File: src/rtl/core/qatu_pkg.sv
// Package: shared constants and types for the quaternion box transform core.
`default_nettype none
package qatu_pkg;
    localparam int IN_AXIS_WIDTH_DEF  = 16;
    localparam int OUT_AXIS_WIDTH_DEF = 20;
    localparam int QUAT_WIDTH         = 16;
    localparam int QUAT_PROD_WIDTH    = 2 * QUAT_WIDTH;
    localparam int MAT_FULL_WIDTH     = 35;
    localparam int MAT_FRAC_DROP      = 14;
    localparam int M_WIDTH            = MAT_FULL_WIDTH - MAT_FRAC_DROP;
    localparam int CORNER_FRAC_DROP   = 22;
    localparam int NUM_CORNERS        = 8;
    localparam int NUM_AXES           = 3;
    localparam int NUM_MAT            = 9;

    typedef struct packed {
        logic valid;
        logic last;
    } t_ctl;
endpackage
`default_nettype wire

File: src/rtl/core/qatu_merge.sv
// Merge stage: part box over the corner lanes, running union and result register.
`default_nettype none
module qatu_merge import qatu_pkg::*; #(
    parameter int OUT_AXIS_WIDTH = OUT_AXIS_WIDTH_DEF
) (
    input  wire logic                              i_clk,
    input  wire logic                              i_rst_n,
    input  wire logic                              i_en,
    input  wire t_ctl                              i_ctl,
    input  wire logic signed [OUT_AXIS_WIDTH-1:0]  i_v [NUM_CORNERS][NUM_AXES],
    output logic                                   o_valid,
    output logic [3*OUT_AXIS_WIDTH-1:0]            o_part_min,
    output logic [3*OUT_AXIS_WIDTH-1:0]            o_part_max,
    output logic [3*OUT_AXIS_WIDTH-1:0]            o_union_min,
    output logic [3*OUT_AXIS_WIDTH-1:0]            o_union_max,
    output logic                                   o_done
);
    localparam int O = OUT_AXIS_WIDTH;

    logic signed [O-1:0] n_pmin [NUM_AXES];
    logic signed [O-1:0] n_pmax [NUM_AXES];
    logic signed [O-1:0] r_pmin [NUM_AXES];
    logic signed [O-1:0] r_pmax [NUM_AXES];
    logic signed [O-1:0] r_umin [NUM_AXES];
    logic signed [O-1:0] r_umax [NUM_AXES];
    logic signed [O-1:0] n_umin [NUM_AXES];
    logic signed [O-1:0] n_umax [NUM_AXES];
    t_ctl                r_ctl;
    logic                r_acc_valid;
    logic                r_out_valid;
    logic                r_done;
    logic                w_load;

    // Min and max over the eight corners
    always_comb begin
        for (int a = 0; a < NUM_AXES; a++) begin
            n_pmin[a] = i_v[0][a];
            n_pmax[a] = i_v[0][a];
            for (int c = 1; c < NUM_CORNERS; c++) begin
                if (i_v[c][a] < n_pmin[a]) n_pmin[a] = i_v[c][a];
                if (i_v[c][a] > n_pmax[a]) n_pmax[a] = i_v[c][a];
            end
        end
    end

    always_ff @(posedge i_clk) begin
        if (i_en) begin
            r_pmin <= n_pmin;
            r_pmax <= n_pmax;
        end
    end

    // Fold the part into the union
    assign w_load = i_en && r_ctl.valid;

    always_comb begin
        for (int a = 0; a < NUM_AXES; a++) begin
            if (r_acc_valid && r_umin[a] < r_pmin[a]) n_umin[a] = r_umin[a];
            else                                      n_umin[a] = r_pmin[a];
            if (r_acc_valid && r_umax[a] > r_pmax[a]) n_umax[a] = r_umax[a];
            else                                      n_umax[a] = r_pmax[a];
        end
    end

    always_ff @(posedge i_clk) begin
        if (w_load) begin
            r_umin <= n_umin;
            r_umax <= n_umax;
            r_done <= r_ctl.last;
            for (int a = 0; a < NUM_AXES; a++) begin
                o_part_min[a*O +: O] <= r_pmin[a];
                o_part_max[a*O +: O] <= r_pmax[a];
            end
        end
    end

    // Advance control and group state
    always_ff @(posedge i_clk) begin
        if (!i_rst_n) begin
            r_ctl       <= '0;
            r_out_valid <= 1'b0;
            r_acc_valid <= 1'b0;
        end else begin
            if (i_en) begin
                r_ctl       <= i_ctl;
                r_out_valid <= r_ctl.valid;
            end
            if (w_load) begin
                r_acc_valid <= !r_ctl.last;
            end
        end
    end

    always_comb begin
        for (int a = 0; a < NUM_AXES; a++) begin
            o_union_min[a*O +: O] = r_umin[a];
            o_union_max[a*O +: O] = r_umax[a];
        end
    end

    assign o_valid = r_out_valid;
    assign o_done  = r_done;

    // Last part closes the group
    a_group_close: assert property (@(posedge i_clk) disable iff (!i_rst_n)
        (w_load && r_ctl.last) |=> !r_acc_valid)
        else $error("group not closed after last part");

    // First part of a group loads the union
    a_group_open: assert property (@(posedge i_clk) disable iff (!i_rst_n)
        (w_load && !r_acc_valid) |=>
        (r_umin[0] == $signed(o_part_min[O-1:0]) && r_umax[0] == $signed(o_part_max[O-1:0])))
        else $error("union not loaded from first part");

    // Union encloses the part on the first axis
    a_union_encloses: assert property (@(posedge i_clk) disable iff (!i_rst_n)
        r_out_valid |-> (r_umin[0] <= $signed(o_part_min[O-1:0])
                      && r_umax[0] >= $signed(o_part_max[O-1:0])))
        else $error("union does not enclose part");
endmodule
`default_nettype wire

File: config.mk
export PLATFORM = sky130hd
export DESIGN_NAME = qatu_merge
export DESIGN_NICKNAME = d
export VERILOG_FILES = /design/src/rtl/core/qatu_pkg.sv /design/src/rtl/core/qatu_merge.sv
export SDC_FILE = /design/constraint.sdc
export NUM_CORES = 2
export LEC_CHECK = 0
export BUFFER_PORTS_ARGS = -buffer_cell sky130_fd_sc_hd__buf_2
export CORE_ASPECT_RATIO = 0.7
export CORE_MARGIN = 2
export CORE_UTILIZATION = 54
export CTS_CLUSTER_SIZE = 8
export DETAILED_ROUTE_END_ITERATION = 7
export PLACE_DENSITY = 0.82
export SYNTH_ARGS = -nofsm -noshare
export SYNTH_HDL_FRONTEND = slang
export SYNTH_SLANG_ARGS = --single-unit
export TNS_END_PERCENT = 1
File: constraint.sdc
create_clock -name i_clk -period 19.68 [get_ports i_clk]
set_input_delay 2.952 -clock i_clk [delete_from_list [all_inputs] [get_ports i_clk]]
set_output_delay 2.952 -clock i_clk [all_outputs]
set_load 0.01 [all_outputs]
==> impl_results.html <==
<table>
<tr><th>Metric</th><th>Value</th></tr>
<tr><th colspan="2">Timing</th></tr>
<tr><td>RSZ-0062 raised after global routing</td><td>yes</td></tr>
<tr><td>Final number of setup-violating endpoints</td><td>0</td></tr>
<tr><td>Final period util</td><td>0.984</td></tr>
<tr><td>Maximum clock frequency</td><td>51.6 MHz</td></tr>
<tr><td>Slew margin rel.</td><td>0.141</td></tr>
<tr><td>Number of hold violations in the final report</td><td>0</td></tr>
<tr><td>Setup ws final</td><td>310 ps</td></tr>
<tr><td>Final Slew Violations</td><td>0</td></tr>
<tr><td>Period minus WS final</td><td>around 19000 ps</td></tr>
<tr><td>Worst clock skew</td><td>around 37 ps</td></tr>
<tr><td>Worst Tran Pin Value</td><td>around 1300 ps</td></tr>
<tr><th colspan="2">Critical path</th></tr>
<tr><td>Library cell contributing the largest single delay on the critical path</td><td>mux2_2</td></tr>
<tr><td>Crit path max fanout</td><td>10</td></tr>
<tr><td>Peak per-stage delay on the critical path</td><td>approximately 380 ps</td></tr>
<tr><td>Worst Setup Path Type</td><td>input pin to flop</td></tr>
<tr><td>Most frequent cell on the critical path</td><td>a21oi_2</td></tr>
<tr><td>Reg2Reg Depth</td><td>27</td></tr>
<tr><td>Worst setup slack for register-to-register paths</td><td>between 10000 and 15000 ps</td></tr>
<tr><td>Data required, critical path</td><td>approximately 20000 ps</td></tr>
<tr><td>Capturing element type of the critical path</td><td>flop</td></tr>
<tr><td>FF-to-FF End</td><td>o_union_min[2]</td></tr>
<tr><td>Reg-to-Reg Start</td><td>r_pmin[41]</td></tr>
<tr><td>Data arrival time at the worst-slack endpoint</td><td>19700 ps</td></tr>
<tr><td>Nature of the critical path startpoint</td><td>input pin</td></tr>
<tr><th colspan="2">Power</th></tr>
<tr><td>Leakage</td><td>approximately 0.029 µW</td></tr>
<tr><td>PnR Total Power</td><td>about 11000 µW</td></tr>
<tr><td>Power density over the cells</td><td>~190 nW/µm²</td></tr>
<tr><td>Worst voltage drop across the vdd grid</td><td>approximately 220 µV</td></tr>
<tr><th colspan="2">Synthesis</th></tr>
<tr><td>Area share of and/or/nand/nor cells after synthesis</td><td>0.149</td></tr>
<tr><td>Synthesized netlist cell count</td><td>around 5100</td></tr>
<tr><td>Total number of yosys warnings</td><td>0</td></tr>
<tr><td>Flop and latch count out of synthesis</td><td>365</td></tr>
<tr><td>Compound-gate portion of the synthesized area</td><td>0.180</td></tr>
<tr><td>List of most frequent post-synthesis cells</td><td>849 x ha_1, 753 x inv_1, 487 x a21oi_1</td></tr>
<tr><td>Most frequently used cell type in the post-synthesis netlist</td><td>ha_1</td></tr>
<tr><td>Number of distinct library cells after synthesis</td><td>between 90 and 100</td></tr>
<tr><td>Dominant register cell in the synthesized netlist</td><td>edfxtp_1</td></tr>
<tr><td>Fraction of synthesized cell area in xor and xnor cells</td><td>0.00375</td></tr>
<tr><td>Synth top area cells</td><td>edfxtp_1 24%, ha_1 24%, inv_1 6.4%, mux2_2 6.0%, a21oi_1 5.5%</td></tr>
<tr><td>Mapped Avg Cell Area</td><td>8.67 µm²</td></tr>
<tr><td>Seq/Total Area, Yosys</td><td>0.246</td></tr>
<tr><td>Multiplexer fraction of the synthesized cell area</td><td>0.103</td></tr>
<tr><td>Post-synthesis cell type with the largest combined area</td><td>edfxtp_1</td></tr>
<tr><td>Count of flip-flops with a built-in enable after synthesis</td><td>around 360</td></tr>
<tr><td>Syn Nets</td><td>around 6500</td></tr>
<tr><td>Post-synthesis adder-cell area fraction</td><td>0.240</td></tr>
<tr><td>Combinational family with the most area after synthesis</td><td>adder cells</td></tr>
<tr><td>Synth async-reset ratio</td><td>0</td></tr>
<tr><td>Portion of synthesized cell area occupied by the leading cell type</td><td>0.244</td></tr>
<tr><td>Summed instance area of the synthesized netlist</td><td>roughly 44000 µm²</td></tr>
<tr><th colspan="2">Clock tree</th></tr>
<tr><td>Total CTS buffers</td><td>roughly 50</td></tr>
<tr><td>H-tree levels</td><td>2</td></tr>
<tr><td>Clock latency on the worst-skew pair</td><td>slightly above 600 ps</td></tr>
<tr><td>Hold buffers post-CTS</td><td>0</td></tr>
<tr><td>Clock transition at the registers of the reported paths</td><td>around 50 ps</td></tr>
<tr><td>CTS tree</td><td>built</td></tr>
<tr><td>Sinks on the clock net</td><td>approximately 370</td></tr>
<tr><td>Maximum buffer depth of the clock tree</td><td>3</td></tr>
<tr><td>Root buffer cell</td><td>clkbuf_16</td></tr>
<tr><th colspan="2">Cells and area</th></tr>
<tr><td>Area grow syn2layout</td><td>30.8%</td></tr>
<tr><td>Layout Cell Area excl Fill</td><td>between 50000 and 60000 µm²</td></tr>
<tr><td>Final core occ</td><td>0.717</td></tr>
<tr><td>Filler Cell Count</td><td>about 6300</td></tr>
<tr><td>Share of post-route cells with drive strength above 1</td><td>0.318</td></tr>
<tr><td>Fin nets</td><td>roughly 8000</td></tr>
<tr><td>Non-filler cells in the finished layout</td><td>about 7700</td></tr>
<tr><th colspan="2">Drt</th></tr>
<tr><td>Initial drt markers</td><td>around 4400</td></tr>
<tr><td>Drt via density</td><td>between 5 and 6</td></tr>
<tr><td>Routed wire per std cell</td><td>approximately 22 µm</td></tr>
<tr><td>Drc violations</td><td>0</td></tr>
<tr><td>Overall via count from detail_route</td><td>between 40000 and 50000</td></tr>
<tr><td>Wire length after detailed routing</td><td>between 150000 and 200000 µm</td></tr>
<tr><td>Detail Route Antenna Nets</td><td>0</td></tr>
<tr><td>Number of iterations in the first detailed-routing pass</td><td>8</td></tr>
<tr><th colspan="2">Place</th></tr>
<tr><td>Placed wire-length estimate</td><td>140000 µm</td></tr>
<tr><td>Post-placement cell area</td><td>about 54000 µm²</td></tr>
<tr><td>Post-place setup slack</td><td>-1260 ps</td></tr>
<tr><td>Routability Congestion</td><td>~1.0</td></tr>
<tr><td>Port bufs</td><td>726</td></tr>
<tr><td>Number of placed instances, taps included</td><td>7451</td></tr>
<tr><th colspan="2">Min path</th></tr>
<tr><td>Min-Delay Startpoint</td><td>r_pmin[38]</td></tr>
<tr><td>Hold Path Cell Cnt</td><td>0</td></tr>
<tr><td>Hold endpoint</td><td>o_part_min[38]</td></tr>
<tr><td>Worst Hold Class</td><td>flop to flop</td></tr>
<tr><th colspan="2">Floorplanning</th></tr>
<tr><td>Die Footprint</td><td>~85000 µm²</td></tr>
<tr><td>Die outline height</td><td>244 µm</td></tr>
<tr><td>Area of the core</td><td>81000 µm²</td></tr>
<tr><td>Effective utilization at floorplan</td><td>0.548</td></tr>
<tr><td>Number of top-level pins</td><td>~730</td></tr>
<tr><td>Die Wd</td><td>347 µm</td></tr>
<tr><td>Total number of placement rows</td><td>87</td></tr>
<tr><th colspan="2">Global routing</th></tr>
<tr><td>GRT Residual Overflow</td><td>0</td></tr>
<tr><td>Number of antenna violations at the first check in global routing</td><td>a little over 80</td></tr>
<tr><td>Overall track demand over capacity in global routing</td><td>0.378</td></tr>
<tr><td>Via count of the first global-routing pass</td><td>43600</td></tr>
<tr><td>Global-route wire length before repair</td><td>approximately 250000 µm</td></tr>
<tr><td>Largest net degree at the start of global routing</td><td>73</td></tr>
<tr><th colspan="2">Outcome</th></tr>
<tr><td>Result of the run</td><td>finished clean</td></tr>
<tr><th colspan="2">Flow run</th></tr>
<tr><td>Max Cap Viol</td><td>0</td></tr>
</table>
-- where the power goes --
part / internal [µW] / leakage [µW] / switching (µW)
clock: 471 / 0.000685 / 345
sequential: 1290 / 0.00340 / 167
combinational: 4050 / 0.0252 / 4470
-- final cells by class --
class,instances,area (µm²),area share
Clock inverter,4,95.1,0.00164
Sequential cell,365,10900,0.188
Inverter,754,2840,0.0489
Tap cell,1068,1340,0.0230
Clock buffer,66,1330,0.0229
Antenna cell,59,148,0.00254
Multi-Input combinational cell,3858,31600,0.543
Timing Repair Buffer,1480,9840,0.169
-- worst max-delay path: cells and delay by family --
kind	cells	cell delay [ps]
compound gates	50	7940
simple gates	33	3900
fa+ha+maj	7	1770
buf+inv	14	1700
mux	4	1250
xor+xnor	1	120
-- metal layers --
| metal | share of wire | GRT usage |
|---|---|---|
| met3 | 0.10 | 0.0851 |
| met1 | 0.41 | 0.496 |
| met4 | 0.042 | 0.141 |
| met5 | 0.0012 | 0 |
| met2 | 0.45 | 0.609 |
-- logic make-up (layout without fill, tap and decap cells) --
group	Yosys count	count (layout)
adders and majority gates	853	853
DFF	365	365
and+or+nand+nor	1266	1267
other	0	59
buffers and inverters	902	2304
xor gates and xnor gates	19	19
AOI/OAI and AO/OA	1287	1291
muxes	428	428
-- metrics by stage --
| stage | setup TNS, ps | hold WS [ps] |
|---|---|---|
| 2_1_floorplan | -3420 | 429 |
| 3_3_place_gp | -29980 | 446 |
| 3_5_place_dp | -67110 | 467 |
| 4_1_cts | 0 | 452 |
| 5_1_grt | -16940 | 476 |
| 6_report | 0 | 458 |
-- flip-flops by register name, indices dropped and copies added, names as in the netlist --
signal,count
o_part_max,60
o_part_min,60
o_union_max,60
o_union_min,60
r_pmax,60
r_pmin,60
r_ctl,2
o_done,1
o_valid,1
r_acc_valid,1
-- timing repair --
action / in CTS / in global routing
cloned: 3 / 11
pin swaps: 10 / 113
gates resized for setup: 32 / 329
endpoints found under the setup margin: 60 / 120
buffers inserted: 9 / 53
-- worst max path at each step --
stage                     startpoint         end  slack (ps)
after floorplan             i_v[459]  r_pmax[24]        -100
after global placement      i_v[455]  r_pmax[28]        -750
after detailed placement    i_v[455]  r_pmax[31]       -1260
after CTS                   i_v[423]  r_pmax[17]          10
after global routing        i_v[423]   r_pmin[0]        -400
final                       i_v[429]   r_pmin[0]         310
-- layout by cell type, fill, tap and decap left out, types with 22 or more instances in the layout --
cell type | netlist | final
a21oi_1 | 487 | 416
o21a_1 | 48 | 46
nand3_1 | 48 | 44
nor3_1 | 54 | 45
nand4_1 | 141 | 141
o21ai_0 | 268 | 214
o21bai_1 | 44 | 43
o31ai_1 | 48 | 41
buf_2 | 11 | 726
mux2_2 | 235 | 227
edfxtp_1 | 361 | 361
nor2_1 | 323 | 311
nand2b_1 | 121 | 121
o22ai_1 | 43 | 42
buf_4 | 2 | 695
ha_1 | 849 | 835
buf_12 | 0 | 25
o21ai_1 | 9 | 52
a21o_1 | 113 | 113
diode_2 | 0 | 59
inv_1 | 753 | 744
nor4_2 | 13 | 22
nand2_1 | 226 | 222
nor2b_1 | 154 | 153
a21oi_2 | 0 | 67
clkbuf_16 | 0 | 57
mux2i_1 | 191 | 167
a31oi_1 | 39 | 33
No activity file was read; power rests on OpenSTA's default activity.
